### src/sv/gdad_pkg.sv
// ----------------------------------------------------------------------------
// gdad_pkg
// Shared types, constants and calendar helpers for the date advance unit.
// ----------------------------------------------------------------------------
package gdad_pkg;

    localparam int YEAR_WIDTH_DEF = 14;
    localparam int ADD_WIDTH_DEF  = 16;

    localparam int LEAP_CYCLE = 400;
    localparam int CENTURY    = 100;
    localparam int LAST_MONTH = 12;
    localparam int LEAP_FEB   = 29;

    typedef enum logic [1:0] {
        STS_OK       = 2'd0,
        STS_INVALID  = 2'd1,
        STS_OVERFLOW = 2'd2
    } t_status;

    typedef enum logic [2:0] {
        S_IDLE,
        S_REDUCE,
        S_CHECK,
        S_WALK,
        S_FINISH
    } t_state;

    // controller -> datapath
    typedef struct packed {
        logic load;
        logic reduce_step;
        logic check;
        logic walk_step;
        logic load_out;
    } t_cmd;

    // datapath -> controller
    typedef struct packed {
        logic reduce_last;
        logic walk_done;
        logic out_free;
    } t_sts;

    // days in month m; 0 for a month code outside 1..12
    function automatic logic [4:0] month_len(input logic [3:0] m, input logic leap);
        logic [4:0] len;
        unique case (m)
            4'd1, 4'd3, 4'd5, 4'd7, 4'd8, 4'd10, 4'd12: len = 5'd31;
            4'd4, 4'd6, 4'd9, 4'd11:                    len = 5'd30;
            4'd2:    len = leap ? 5'(LEAP_FEB) : 5'd28;
            default: len = 5'd0;
        endcase
        return len;
    endfunction

endpackage

### src/sv/gdad_ctrl.sv
// ----------------------------------------------------------------------------
// gdad_ctrl
// Sequencer: reduces the year mod 400, checks the date, walks the months.
// ----------------------------------------------------------------------------
module gdad_ctrl
    import gdad_pkg::*;
(
    input  logic i_clk,
    input  logic i_rst_n,
    input  logic i_valid,
    output logic o_ready,
    input  t_sts i_sts,
    output t_cmd o_cmd
);

    t_state r_state;
    t_state n_state;

    always_ff @(posedge i_clk) begin
        if (!i_rst_n) begin
            r_state <= S_IDLE;
        end else begin
            r_state <= n_state;
        end
    end

    always_comb begin
        n_state = r_state;
        o_cmd   = '0;
        o_ready = 1'b0;
        unique case (r_state)
            S_IDLE: begin
                o_ready = 1'b1;
                if (i_valid) begin
                    o_cmd.load = 1'b1;
                    n_state    = S_REDUCE;
                end
            end
            S_REDUCE: begin
                o_cmd.reduce_step = 1'b1;
                if (i_sts.reduce_last) begin
                    n_state = S_CHECK;
                end
            end
            S_CHECK: begin
                o_cmd.check = 1'b1;
                n_state     = S_WALK;
            end
            S_WALK: begin
                if (i_sts.walk_done) begin
                    n_state = S_FINISH;
                end else begin
                    o_cmd.walk_step = 1'b1;
                end
            end
            S_FINISH: begin
                if (i_sts.out_free) begin
                    o_cmd.load_out = 1'b1;
                    n_state        = S_IDLE;
                end
            end
            default: n_state = S_IDLE;
        endcase
    end

endmodule

### src/sv/gdad_dp.sv
// ----------------------------------------------------------------------------
// gdad_dp
// Date registers, year-mod-400 reducer, month step and output register.
// ----------------------------------------------------------------------------
module gdad_dp
    import gdad_pkg::*;
#(
    parameter int YEAR_WIDTH = YEAR_WIDTH_DEF,
    parameter int ADD_WIDTH  = ADD_WIDTH_DEF
) (
    input  logic                  i_clk,
    input  logic                  i_rst_n,
    input  t_cmd                  i_cmd,
    output t_sts                  o_sts,
    input  logic [4:0]            i_start_day,
    input  logic [3:0]            i_start_month,
    input  logic [YEAR_WIDTH-1:0] i_start_year,
    input  logic [ADD_WIDTH-1:0]  i_days_to_add,
    output logic                  o_valid,
    input  logic                  i_ready,
    output logic [4:0]            o_result_day,
    output logic [3:0]            o_result_month,
    output logic [YEAR_WIDTH-1:0] o_result_year,
    output logic [1:0]            o_status
);

    localparam logic [YEAR_WIDTH-1:0] YEAR_MAX = {YEAR_WIDTH{1'b1}};
    // ceil(2^RECIP_SHIFT / 400): year * RECIP >> RECIP_SHIFT is the exact quotient
    // for every YEAR_WIDTH-bit year
    localparam int RECIP_SHIFT = YEAR_WIDTH + 9;
    localparam logic [YEAR_WIDTH:0] RECIP = (YEAR_WIDTH+1)'(
        ((64'd1 << RECIP_SHIFT) + 64'(LEAP_CYCLE - 1)) / 64'(LEAP_CYCLE));
    localparam int QUOT_WIDTH = YEAR_WIDTH - 8;

    logic [4:0]            r_day;
    logic [3:0]            r_month;
    logic [YEAR_WIDTH-1:0] r_year;
    logic [ADD_WIDTH-1:0]  r_left;
    logic [YEAR_WIDTH-1:0] r_rem;
    logic [QUOT_WIDTH-1:0] r_quot;
    logic                  r_red_phase;
    t_status               r_status;

    logic                  r_out_valid;
    logic [4:0]            r_out_day;
    logic [3:0]            r_out_month;
    logic [YEAR_WIDTH-1:0] r_out_year;
    t_status               r_out_status;

    logic [8:0]            rem9;
    logic                  leap;
    logic [4:0]            len;
    logic                  invalid;
    logic [ADD_WIDTH:0]    sum;
    logic                  fits;
    logic [ADD_WIDTH-1:0]  left_after;
    logic [2*YEAR_WIDTH:0] prod;
    logic [YEAR_WIDTH-1:0] quot_scaled;

    assign rem9 = r_rem[8:0];
    // century years are leap only when divisible by 400
    assign leap = (r_year[1:0] == 2'b00) &&
                  !(rem9 == 9'(CENTURY) || rem9 == 9'(2 * CENTURY) ||
                    rem9 == 9'(3 * CENTURY));
    assign len  = month_len(r_month, leap);

    assign invalid = (r_month < 4'd1) || (r_month > 4'(LAST_MONTH)) ||
                     (r_day == 5'd0) || (r_day > len);

    assign sum        = {1'b0, r_left} + (ADD_WIDTH+1)'(r_day);
    assign fits       = sum <= (ADD_WIDTH+1)'(len);
    assign left_after = r_left - ADD_WIDTH'(len) + ADD_WIDTH'(r_day) - ADD_WIDTH'(1);

    assign prod        = (2*YEAR_WIDTH+1)'(r_rem) * (2*YEAR_WIDTH+1)'(RECIP);
    assign quot_scaled = YEAR_WIDTH'(r_quot) * YEAR_WIDTH'(LEAP_CYCLE);

    always_ff @(posedge i_clk) begin
        if (i_cmd.load) begin
            r_day       <= i_start_day;
            r_month     <= i_start_month;
            r_year      <= i_start_year;
            r_left      <= i_days_to_add;
            r_rem       <= i_start_year;
            r_red_phase <= 1'b0;
            r_status    <= STS_OK;
        end else if (i_cmd.reduce_step) begin
            // first step: quotient by 400; second: subtract it back out
            if (!r_red_phase) begin
                r_quot      <= prod[RECIP_SHIFT +: QUOT_WIDTH];
                r_red_phase <= 1'b1;
            end else begin
                r_rem <= r_rem - quot_scaled;
            end
        end else if (i_cmd.check) begin
            if (invalid) begin
                r_status <= STS_INVALID;
                r_left   <= '0;
            end
        end else if (i_cmd.walk_step) begin
            if (fits) begin
                r_day  <= r_day + 5'(r_left);
                r_left <= '0;
            end else if (r_month < 4'(LAST_MONTH)) begin
                r_day   <= 5'd1;
                r_month <= r_month + 4'd1;
                r_left  <= left_after;
            end else if (r_year == YEAR_MAX) begin
                // saturate at the last representable date
                r_day    <= 5'd31;
                r_month  <= 4'(LAST_MONTH);
                r_status <= STS_OVERFLOW;
                r_left   <= '0;
            end else begin
                r_day   <= 5'd1;
                r_month <= 4'd1;
                r_year  <= r_year + YEAR_WIDTH'(1);
                r_left  <= left_after;
                r_rem   <= (rem9 == 9'(LEAP_CYCLE - 1)) ? '0 : r_rem + YEAR_WIDTH'(1);
            end
        end
    end

    always_ff @(posedge i_clk) begin
        if (!i_rst_n) begin
            r_out_valid <= 1'b0;
        end else if (i_cmd.load_out) begin
            r_out_valid <= 1'b1;
        end else if (i_ready) begin
            r_out_valid <= 1'b0;
        end
    end

    always_ff @(posedge i_clk) begin
        if (i_cmd.load_out) begin
            r_out_day    <= r_day;
            r_out_month  <= r_month;
            r_out_year   <= r_year;
            r_out_status <= r_status;
        end
    end

    assign o_sts.reduce_last = r_red_phase;
    assign o_sts.walk_done   = (r_left == '0);
    assign o_sts.out_free    = !r_out_valid || i_ready;

    assign o_valid        = r_out_valid;
    assign o_result_day   = r_out_day;
    assign o_result_month = r_out_month;
    assign o_result_year  = r_out_year;
    assign o_status       = r_out_status;

endmodule

### src/sv/gregorian_date_add_days_unit.sv
// Advances a Gregorian date (day, month, year) by a count of days, one item at
// a time. After an item is taken the year is reduced mod 400 by a reciprocal
// multiply (quotient first, then subtracted back out), the date is checked, and
// then the month-step loop advances one month per cycle. An invalid start date
// comes back unchanged with status 1; a walk past the last representable year
// saturates to 31/12 of that year with status 2. The result sits in an output
// register, so the next item is taken while it waits.
// ----------------------------------------------------------------------------
// gregorian_date_add_days_unit
// Top level: sequencer plus datapath for the date advance.
// ----------------------------------------------------------------------------
module gregorian_date_add_days_unit
    import gdad_pkg::*;
#(
    parameter int YEAR_WIDTH = YEAR_WIDTH_DEF,
    parameter int ADD_WIDTH  = ADD_WIDTH_DEF
) (
    input  logic                  i_clk,
    input  logic                  i_rst_n,
    input  logic                  i_valid,
    output logic                  o_ready,
    input  logic [4:0]            i_start_day,
    input  logic [3:0]            i_start_month,
    input  logic [YEAR_WIDTH-1:0] i_start_year,
    input  logic [ADD_WIDTH-1:0]  i_days_to_add,
    output logic                  o_valid,
    input  logic                  i_ready,
    output logic [4:0]            o_result_day,
    output logic [3:0]            o_result_month,
    output logic [YEAR_WIDTH-1:0] o_result_year,
    output logic [1:0]            o_status
);

    t_cmd cmd;
    t_sts sts;

    gdad_ctrl u_ctrl (
        .i_clk   (i_clk),
        .i_rst_n (i_rst_n),
        .i_valid (i_valid),
        .o_ready (o_ready),
        .i_sts   (sts),
        .o_cmd   (cmd)
    );

    gdad_dp #(
        .YEAR_WIDTH (YEAR_WIDTH),
        .ADD_WIDTH  (ADD_WIDTH)
    ) u_dp (
        .i_clk          (i_clk),
        .i_rst_n        (i_rst_n),
        .i_cmd          (cmd),
        .o_sts          (sts),
        .i_start_day    (i_start_day),
        .i_start_month  (i_start_month),
        .i_start_year   (i_start_year),
        .i_days_to_add  (i_days_to_add),
        .o_valid        (o_valid),
        .i_ready        (i_ready),
        .o_result_day   (o_result_day),
        .o_result_month (o_result_month),
        .o_result_year  (o_result_year),
        .o_status       (o_status)
    );

endmodule

### config.mk
export PLATFORM = sky130hd
export DESIGN_NAME = gregorian_date_add_days_unit
export DESIGN_NICKNAME = d
export VERILOG_FILES = /design/src/sv/gdad_pkg.sv /design/src/sv/gdad_ctrl.sv /design/src/sv/gdad_dp.sv /design/src/sv/gregorian_date_add_days_unit.sv
export SDC_FILE = /design/constraint.sdc
export NUM_CORES = 1
export LEC_CHECK = 0
export ABC_AREA = 1
export BUFFER_PORTS_ARGS = -buffer_cell sky130_fd_sc_hd__buf_2
export CELL_PAD_IN_SITES_DETAIL_PLACEMENT = 1
export CELL_PAD_IN_SITES_GLOBAL_PLACEMENT = 2
export CORE_MARGIN = 3
export CORE_UTILIZATION = 35
export CTS_CLUSTER_SIZE = 16
export DETAILED_ROUTE_END_ITERATION = 10
export HOLD_SLACK_MARGIN = 0.1
export MAX_ROUTING_LAYER = met4
export PLACE_DENSITY_LB_ADDON = 0.3
export SYNTH_ARGS = -nofsm -noshare
export SYNTH_HDL_FRONTEND = slang
export SYNTH_SLANG_ARGS = --single-unit
### constraint.sdc
create_clock -name i_clk -period 4.38 [get_ports i_clk]
set_input_delay 0.657 -clock i_clk [delete_from_list [all_inputs] [get_ports i_clk]]
set_output_delay 0.657 -clock i_clk [all_outputs]
set_load 0.02 [all_outputs]
==> flow_summary.yaml, run 1 <==
die:
  initial_utilization: 0.357
  die_w_um: 181
  die-area_um2: 32600
  die_height_um: 181
  floorplan.rows: 63
  coreArea_um2: 29900
  boundaryPins: 70
final_layout:
  final_cell_mix: "227 x inv_1, 216 x nand2_1, 177 x ha_1"
  synthToLayoutAreaGrowth_pct: 20.5
  nets: 1705
  layout_commonest_cell: "inv_1"
  num_antenna_cells: 0
  n_fill_cell: 3552
  register_area_um2: 2660
  drive_gt1_frac: 0.195
  multi_input_area_um2: 7410
run_status:
  outcome: "finished with violations"
  violations: "negative setup slack"
global_routing:
  grt_pass1_wl_um: 51100
  grt_pass1_vias: 9476
  grt_start_max_net_pins: 41
  grt.overflow.total: 0
  grtUsageTotal: 0.202
  antenna_found_initial: 0
yosys:
  synth_compound_area_frac: 0.0972
  netlist_instances: 1229
  synthSimpleGateAreaFrac: 0.172
  synthArstFlopShare: 0
  synthXorXnorAreaFrac: 0.0304
  ys_warn_count: 0
  ys_seq_elements: 91
  synth_top_family_by_area: "adder cells"
  synth_nets: 1537
  synth_adder_area_share: 0.361
  synth_top_flop_cell: "edfxtp_1"
  ys_seq_area_frac: 0.249
  netlist_area_um2: 10700
  postSynthAreaPerCell_um2: 8.68
  synth_edf_count: 84
  yosysUniqueCellTypes: 50
  synth_mux_area_frac: 0
clock_network:
  insertion_delay_ps: 360
  root_buffer: "clkbuf_16"
  h-tree-depth: 3
  cts_tree: "done"
  clock-sinks: 91
  clk_pin_slew_ps: 90
  numCtsBuffers: 9
  cts_max_path_buffers: 2
  ctsHoldBuffers: 0
routing:
  dr.pass1.iters: 4
  drc_errors: 0
  route.vias.total: 8798
  drt-initial-drc-count: 337
  ant_nets: 0
  vias_per_cell: 4.91
  wl_per_cell_um: 17.7
  drt-total-wl_um: 31600
critical_path:
  r2r_start: "u_dp.r_rem[9]$_DFFE_PP_"
  start_kind: "flip-flop"
  cp-startpoint: "u_dp.r_rem[9]$_DFFE_PP_"
  critPathKind: "flip-flop to flip-flop"
  crit_required_ps: 4500
  end_kind: "flip-flop"
  worstPathArrival_ps: 4720
  crit_path_max_fanout: 3
run:
  drv_cap: 0
sta:
  max_freq_mhz: 217
  setup_slack_ps: -223
  setup_viol: 6
  period_minus_slack_ps: 4600
  holdWs_ps: 440
  slew_violations: 0
  period_share: 1.05
  relSlewSlack: 0.567
  rsz0062_at_grt: "true"
  final-hold-violation-count: 0
  tightest_slew_ps: 649
  clock_skew_ps: 18.1
place:
  dp_hpwl_um: 26000
  portBuffers: 69
  place.gp.congestion: 0.845
worst_hold_path:
  hold_path_class: "flip-flop to flip-flop"
  hold_start: "u_dp.r_status[0]$_SDFFE_PP0P_"
-- flip-flops by register name, indices dropped and copies added (netlist names), 3 cells and up --
register             count
u_dp.r_month             4
u_dp.o_result_month      4
u_dp.o_result_year      14
u_dp.o_result_day        5
u_ctrl.r_state           3
u_dp.r_rem              14
u_dp.r_left             16
u_dp.r_day               5
u_dp.r_year             14
u_dp.r_quot              6
-- cell type report --
cell class / instances / area share
well taps: 390 / 0.0379
repair buffers: 167 / 0.0861
flip-flops and latches: 91 / 0.207
clock inverters: 7 / 0.00545
clock buffers: 9 / 0.0175
multi-input cells: 889 / 0.576
inverters: 239 / 0.0700
-- kinds of logic (layout without fill, tap and decap cells) --
kind of cell	after synthesis	in the layout
xor+xnor	37	37
fa+ha+maj	265	265
simple gates	412	412
compound gates	175	175
flops	91	91
buf+inv	249	422
-- critical path: stages (launching register included) --
cell and delay (ps):
edfxtp_1 470, buf_6 160, fa_1 530, ha_4 300
inv_2 40, fa_1 520, inv_1 60, fa_1 500
fa_2 460, ha_4 300, nand2_4 50, nor4_4 270
nand3_1 110, o211ai_1 290, a21oi_1 130, xor2_1 170
-- worst paths after layout --
kind | endpoint | slack (ps) | cells past startpoint
max | u_dp.r_quot[4]$_DFFE_PP_ | -220 | 15
min | u_dp.o_status[0]$_DFFE_PP_ | 440 | 0
max reg2reg | u_dp.r_quot[4]$_DFFE_PP_ | -220 | 15
min reg2reg | u_dp.o_status[0]$_DFFE_PP_ | 440 | 0
-- synth_stat cells, types with 2 or more instances --
master	n	area, um2
nor4_1	5	31.3
o21ai_0	46	230
o31ai_1	5	37.5
o221ai_1	6	52.6
xor2_1	26	228
nand3_1	53	265
nand2_1	220	826
inv_2	6	22.5
o211ai_1	4	30.0
nand4_1	19	119
o21ai_1	6	30.0
buf_2	6	30.0
a21oi_1	63	315
clkbuf_1	3	11.3
nor3_2	2	20.0
and2_1	2	12.5
o21ai_2	10	87.6
a22oi_1	2	15.0
nand3_2	3	30.0
nand2_4	2	22.5
edfxtp_1	84	2520
nor3_1	17	85.1
fa_1	72	1440
a31oi_1	10	62.6
xnor2_1	11	96.3
inv_1	233	875
nand2_2	5	31.3
nor2_1	67	251
ha_1	193	2410
a21o_1	7	52.6
o22ai_1	6	37.5
dfxtp_1	7	140
nor2_2	6	37.5
nand3b_1	6	45.0
-- layer usage --
layer	vias up	wire length (um)	global-route usage
met1	4244	15300	0.270
met2	114	14700	0.325
met5	-	0	-
met3	35	849	0.0264
met4	0	767	0.0510
li1	4405	-	-
-- stage by stage --
step	cells	area, um2	setup WS [ps]	utilization	TNS [ps]
floorplan	1229	10700	9.47	-	0
global placement	1758	12100	-290	0.404	-982
detailed placement	1758	12100	-313	0.404	-1120
CTS	1788	12700	-190	0.426	-723
global route	1792	12900	-410	0.430	-1960
finish	1792	12900	-223	0.430	-736
-- repair_timing --
| item | in CTS | in global routing |
|---|---|---|
| setup endpoints to repair | 6 | 21 |
| pin swaps | 39 | 17 |
| resized for setup | 39 | 23 |
| setup buffers | 15 | 4 |
Power of run 1 is left out: the tool's default activity adds up to more than one toggle a clock period on the data nets, which glitch-free logic cannot reach.
==> run 2, diff against run 1 <==
--- a/config.mk
+++ b/config.mk
@@ -10,7 +10,8 @@
 export CELL_PAD_IN_SITES_DETAIL_PLACEMENT = 1
 export CELL_PAD_IN_SITES_GLOBAL_PLACEMENT = 2
 export CORE_MARGIN = 3
-export CORE_UTILIZATION = 35
+export CORE_UTILIZATION = 36
+export CTS_BUF_LIST = sky130_fd_sc_hd__clkbuf_8
 export CTS_CLUSTER_SIZE = 16
 export DETAILED_ROUTE_END_ITERATION = 10
 export HOLD_SLACK_MARGIN = 0.1
==> run 2 against run 1 <==
- the flow still finishes with violations (negative setup slack)
- core utilization is 0.97 points higher
- final cell count fell by 0.39%
- hold slack gained 14 ps
- critical path depth rose by 1
- via count increased by 0.89%
- register-to-register slack better by 70 ps
- sequential cell count stayed put
- clock skew up 7.3 ps
- global-route usage rose by 0.69 points
- first-iteration DRC count shrank 12%
- critical path type unchanged
- critical endpoint is now u_dp.r_quot[3]$_DFFE_PP_
- highest routed layer unchanged
==> flow_summary.yaml, run 2 (synthesized netlist as in run 1, its figures left out) <==
run_status:
  outcome: "finished with violations"
  violations: "negative setup slack"
place:
  place.gp.congestion: 0.877
  dp.cells: 1750
  dp_hpwl_um: 25600
  portBuffers: 69
final_layout:
  nets: 1704
  num_antenna_cells: 0
  final_util: 0.440
  n_fill_cell: 3448
  largest_reg_flops: 16
  layout_commonest_cell: "inv_1"
  top_register: "u_dp.r_left"
  final_cells: 1785
  synthToLayoutAreaGrowth_pct: 19.4
  drive_gt1_frac: 0.196
  final_cell_mix: "225 x inv_1, 215 x nand2_1, 177 x ha_1"
routing:
  drt-total-wl_um: 31100
  drc_errors: 0
  dr.pass1.iters: 5
  route.vias.total: 8876
  ant_nets: 0
  drt-initial-drc-count: 298
  vias_per_cell: 4.97
  wl_per_cell_um: 17.4
sta:
  max_freq_mhz: 221
  period_minus_slack_ps: 4530
  slew_violations: 0
  clock_skew_ps: 25.4
  setup_slack_ps: -153
  rsz0062_at_grt: "true"
  setup_viol: 6
  tns_ps: -662
  final-hold-violation-count: 0
  holdWs_ps: 455
  tightest_slew_ps: 598
  relSlewSlack: 0.600
  period_share: 1.03
global_routing:
  grt_start_max_net_pins: 49
  antenna_found_initial: 0
  grt_pass1_wl_um: 50200
  grt_pass1_vias: 9448
  grt.overflow.total: 0
  grtUsageTotal: 0.208
die:
  die-area_um2: 31700
  boundaryPins: 70
  die_height_um: 178
  die_w_um: 178
  coreArea_um2: 28900
  floorplan.rows: 62
  initial_utilization: 0.369
critical_path:
  start_kind: "flip-flop"
  worstReg2RegEnd: "u_dp.r_quot[3]$_DFFE_PP_"
  ff2ff_path_depth: 16
  r2r_start: "u_dp.r_rem[9]$_DFFE_PP_"
  worstPathArrival_ps: 4680
  end_kind: "flip-flop"
  critPathKind: "flip-flop to flip-flop"
  cp-startpoint: "u_dp.r_rem[9]$_DFFE_PP_"
  crit_path_max_fanout: 5
  endpoint: "u_dp.r_quot[3]$_DFFE_PP_"
  crit_required_ps: 4530
  rrSetupSlack_ps: -150
clock_network:
  h-tree-depth: 3
  clock-sinks: 91
  numCtsBuffers: 9
  cts_tree: "done"
  cts_max_path_buffers: 2
  ctsHoldBuffers: 0
  root_buffer: "clkbuf_8"
  insertion_delay_ps: 400
  clk_pin_slew_ps: 120
worst_hold_path:
  hold_start: "u_dp.r_status[0]$_SDFFE_PP0P_"
  hold_path_class: "flip-flop to flip-flop"
run:
  drv_cap: 0
-- run 2: cell count changes in the layout (fill, tap and decap cells not counted), moves of 2 or more --
cell / before / now
clkbuf_16: 9 / 0
clkbuf_8: 0 / 9
fa_1: 70 / 67
fa_2: 2 / 5
inv_2: 11 / 14
o21ai_1: 8 / 11
a21oi_1: 56 / 58
inv_1: 227 / 225
o21ai_0: 43 / 41
-- run 2: metal layers --
layer  routed length [um]  vias up  share of wire  GRT usage
met3                  873       26          0.028     0.0181
met1                14900     4325           0.48      0.279
met4                  430        0          0.014     0.0422
met5                    0        -              0          -
li1                     -     4401              -          -
met2                14900      124           0.48      0.348
-- run 2: worst min path at each step --
stage          slack, ps  depth (start not counted)                         end
2_1_floorplan        410                          0  u_dp.o_status[0]$_DFFE_PP_
4_1_cts              460                          0  u_dp.o_status[1]$_DFFE_PP_
3_3_place_gp         410                          0  u_dp.o_status[0]$_DFFE_PP_
3_5_place_dp         420                          0  u_dp.o_status[1]$_DFFE_PP_
6_report             450                          0  u_dp.o_status[0]$_DFFE_PP_
5_1_grt              480                          0  u_dp.o_status[0]$_DFFE_PP_
-- run 2: metrics by stage --
step	setup slack (ps)	cell area (um2)
4_1_cts	-106	12600
5_1_grt	-363	12700
3_5_place_dp	-193	12100
6_report	-153	12700
2_1_floorplan	9.47	10700
3_3_place_gp	-160	12100
-- run 2: repair_timing --
item                                   4_1_cts  5_1_grt
setup buffers                               16        4
setup endpoints to repair                    6       20
endpoints found under the hold margin        0        0
gates resized for setup                     35       33
pin swaps                                   33       30
-- run 2: layout make-up --
| type | instances | area [um2] | share of cell area |
|---|---|---|---|
| well taps | 384 | 480 | 0.0377 |
| clock buffers | 9 | 124 | 0.00972 |
| repair buffers | 166 | 1100 | 0.0863 |
| inverters | 239 | 897 | 0.0704 |
| clock inverters | 7 | 71.3 | 0.00560 |
| flip-flops and latches | 91 | 2660 | 0.209 |
| multi-input cells | 889 | 7400 | 0.581 |
-- run 2: worst max-delay path, cell delays in order (launching register included) --
cell and delay [ps]:
edfxtp_1 560, buf_6 190, fa_1 510, ha_4 290
inv_1 50, fa_1 470, fa_1 510, inv_2 40
fa_2 550, ha_4 210, buf_4 130, nand2_1 130
nor2_1 80, a211o_1 290, nand2_1 60, o211ai_1 90
xor2_1 150
Power of run 2 is left out for the same reason.
==> run 3, diff against run 2 <==
--- a/config.mk
+++ b/config.mk
@@ -7,11 +7,10 @@
 export LEC_CHECK = 0
 export ABC_AREA = 1
 export BUFFER_PORTS_ARGS = -buffer_cell sky130_fd_sc_hd__buf_2
-export CELL_PAD_IN_SITES_DETAIL_PLACEMENT = 1
-export CELL_PAD_IN_SITES_GLOBAL_PLACEMENT = 2
 export CORE_MARGIN = 3
-export CORE_UTILIZATION = 36
+export CORE_UTILIZATION = 39
 export CTS_BUF_LIST = sky130_fd_sc_hd__clkbuf_8
+export CTS_CLUSTER_DIAMETER = 50
 export CTS_CLUSTER_SIZE = 16
 export DETAILED_ROUTE_END_ITERATION = 10
 export HOLD_SLACK_MARGIN = 0.1
==> run 3 against run 2 <==
- the run still ends with negative setup slack left
- worst setup slack better by 66 ps
- die area is 7.4% lower
- highest routed layer unchanged
- maximum frequency is 1.5% higher
- sequential cell count stayed put
- global-route usage is 1.4 points lower
- cell area hardly changed
==> flow_summary.yaml, run 3 (synthesized netlist as in run 1, its figures left out) <==
run_status:
  outcome: "finished with violations"
  violations: "negative setup slack"
routing:
  wl_met2_um: 12200
  dr.pass1.iters: 5
  route.vias.total: 8704
  routed-wl-met3_um: 1200
  top_layer_used: "met4"
  wl_met1_um: 13200
  vias_per_cell: 5.03
  drc_errors: 0
  wl_per_cell_um: 15.6
  ant_nets: 0
  drt-total-wl_um: 27000
  drt-initial-drc-count: 540
critical_path:
  crit_path_max_fanout: 6
  start_kind: "flip-flop"
  end_kind: "flip-flop"
  crit_chain: "ha_4 -> inv_2 -> fa_1 -> fa_1 -> inv_2 -> fa_2 -> fa_2 -> ha_4 -> nand2_4 -> nor2_4 -> inv_1 -> o21ai_1 -> nand2_1 -> o211ai_1 -> a21oi_1 -> xor2_1"
  worstPathArrival_ps: 4640
  critical_path.slowest_cell: "edfxtp_1"
  crit_path_max_incr_delay_ps: 590
  crit_required_ps: 4550
  critPathKind: "flip-flop to flip-flop"
sta:
  period_minus_slack_ps: 4470
  clock_skew_ps: 35.0
  final-hold-violation-count: 0
  tightest_slew_ps: 1090
  setup_slack_ps: -87.0
  setup_viol: 5
  relSlewSlack: 0.274
  max_freq_mhz: 224
  holdWs_ps: 429
  period_share: 1.02
  rsz0062_at_grt: "true"
  slew_violations: 0
global_routing:
  grt_pass1_vias: 8640
  grtUsageTotal: 0.195
  grt.overflow.total: 0
  grt_pass1_wl_um: 44200
  grt_start_max_net_pins: 49
  antenna_found_initial: 1
place:
  dp_hpwl_um: 22100
  portBuffers: 69
  place.gp.congestion: 0.959
clock_network:
  numCtsBuffers: 9
  root_buffer: "clkbuf_8"
  clock-sinks: 91
  h-tree-depth: 3
  cts_max_path_buffers: 2
  clk_pin_slew_ps: 130
  cts_tree: "done"
  insertion_delay_ps: 400
final_layout:
  drive_gt1_frac: 0.195
  final_cell_mix: "226 x inv_1, 216 x nand2_1, 174 x ha_1"
  nets: 1697
  n_fill_cell: 2500
  layout_commonest_cell: "inv_1"
  top_register: "u_dp.r_left"
  largest_reg_flops: 16
  synthToLayoutAreaGrowth_pct: 19.3
die:
  floorplan.rows: 59
  die_height_um: 171
  die-area_um2: 29400
  boundaryPins: 70
  die_w_um: 171
  initial_utilization: 0.403
  coreArea_um2: 26500
worst_hold_path:
  hold_path_class: "flip-flop to flip-flop"
run:
  drv_cap: 0
run 3: what timing repair did:
| item | in CTS | in global routing |
|---|---|---|
| buffers inserted | 16 | 5 |
| hold buffers | 0 | 0 |
| setup endpoints to repair | 6 | 20 |
| resized for setup | 42 | 38 |
| pin swaps | 46 | 20 |
run 3: path summary, 6_finish.rpt:
| kind | from | to | slack (ps) | cells after the start |
|---|---|---|---|---|
| hold / removal | u_dp.r_status[1]$_SDFFE_PP0P_ | u_dp.o_status[1]$_DFFE_PP_ | 430 | 0 |
| hold reg to reg | u_dp.r_status[1]$_SDFFE_PP0P_ | u_dp.o_status[1]$_DFFE_PP_ | 430 | 0 |
| setup reg to reg | u_dp.r_rem[9]$_DFFE_PP_ | u_dp.r_quot[4]$_DFFE_PP_ | -90 | 16 |
| setup / recovery | u_dp.r_rem[9]$_DFFE_PP_ | u_dp.r_quot[4]$_DFFE_PP_ | -90 | 16 |
run 3: metal layers:
layer,track usage,vias to the layer above
met5,-,-
met4,0.0444,0
met3,0.0205,27
met2,0.304,213
met1,0.275,4069
li1,-,4395
run 3: per-stage QoR:
stage	util	area, um2	cells	setup WS, ps	setup TNS, ps
after floorplan	-	10700	1229	9.47	0
after global placement	0.450	11900	1692	-186	-801
after detailed placement	0.450	11900	1692	-201	-966
after CTS	0.473	12500	1724	-54.3	-267
after global routing	0.481	12700	1730	-296	-1460
final	0.481	12700	1730	-87.0	-293
run 3: critical path: cells and delay by family, from the launching register on:
| family | cells | cell delay, ps |
|---|---|---|
| AND/OR/NAND/NOR | 3 | 250 |
| buffers and inverters | 3 | 110 |
| XOR/XNOR | 1 | 150 |
| flip-flops | 1 | 590 |
| adder cells (fa/ha/maj) | 6 | 2760 |
| AO/OA/AOI/OAI | 3 | 370 |
run 3: final cells by class:
class / instances / area, um2 / share of cell area
diodes: 1 / 2.50 / 0.000196
clock buffers: 9 / 124 / 0.00973
clock inverters: 7 / 92.6 / 0.00727
inverters: 239 / 897 / 0.0704
multi-input cells: 889 / 7480 / 0.587
flip-flops and latches: 91 / 2660 / 0.209
well taps: 335 / 419 / 0.0329
repair buffers: 159 / 1060 / 0.0834
Power of run 3 is left out for the same reason.
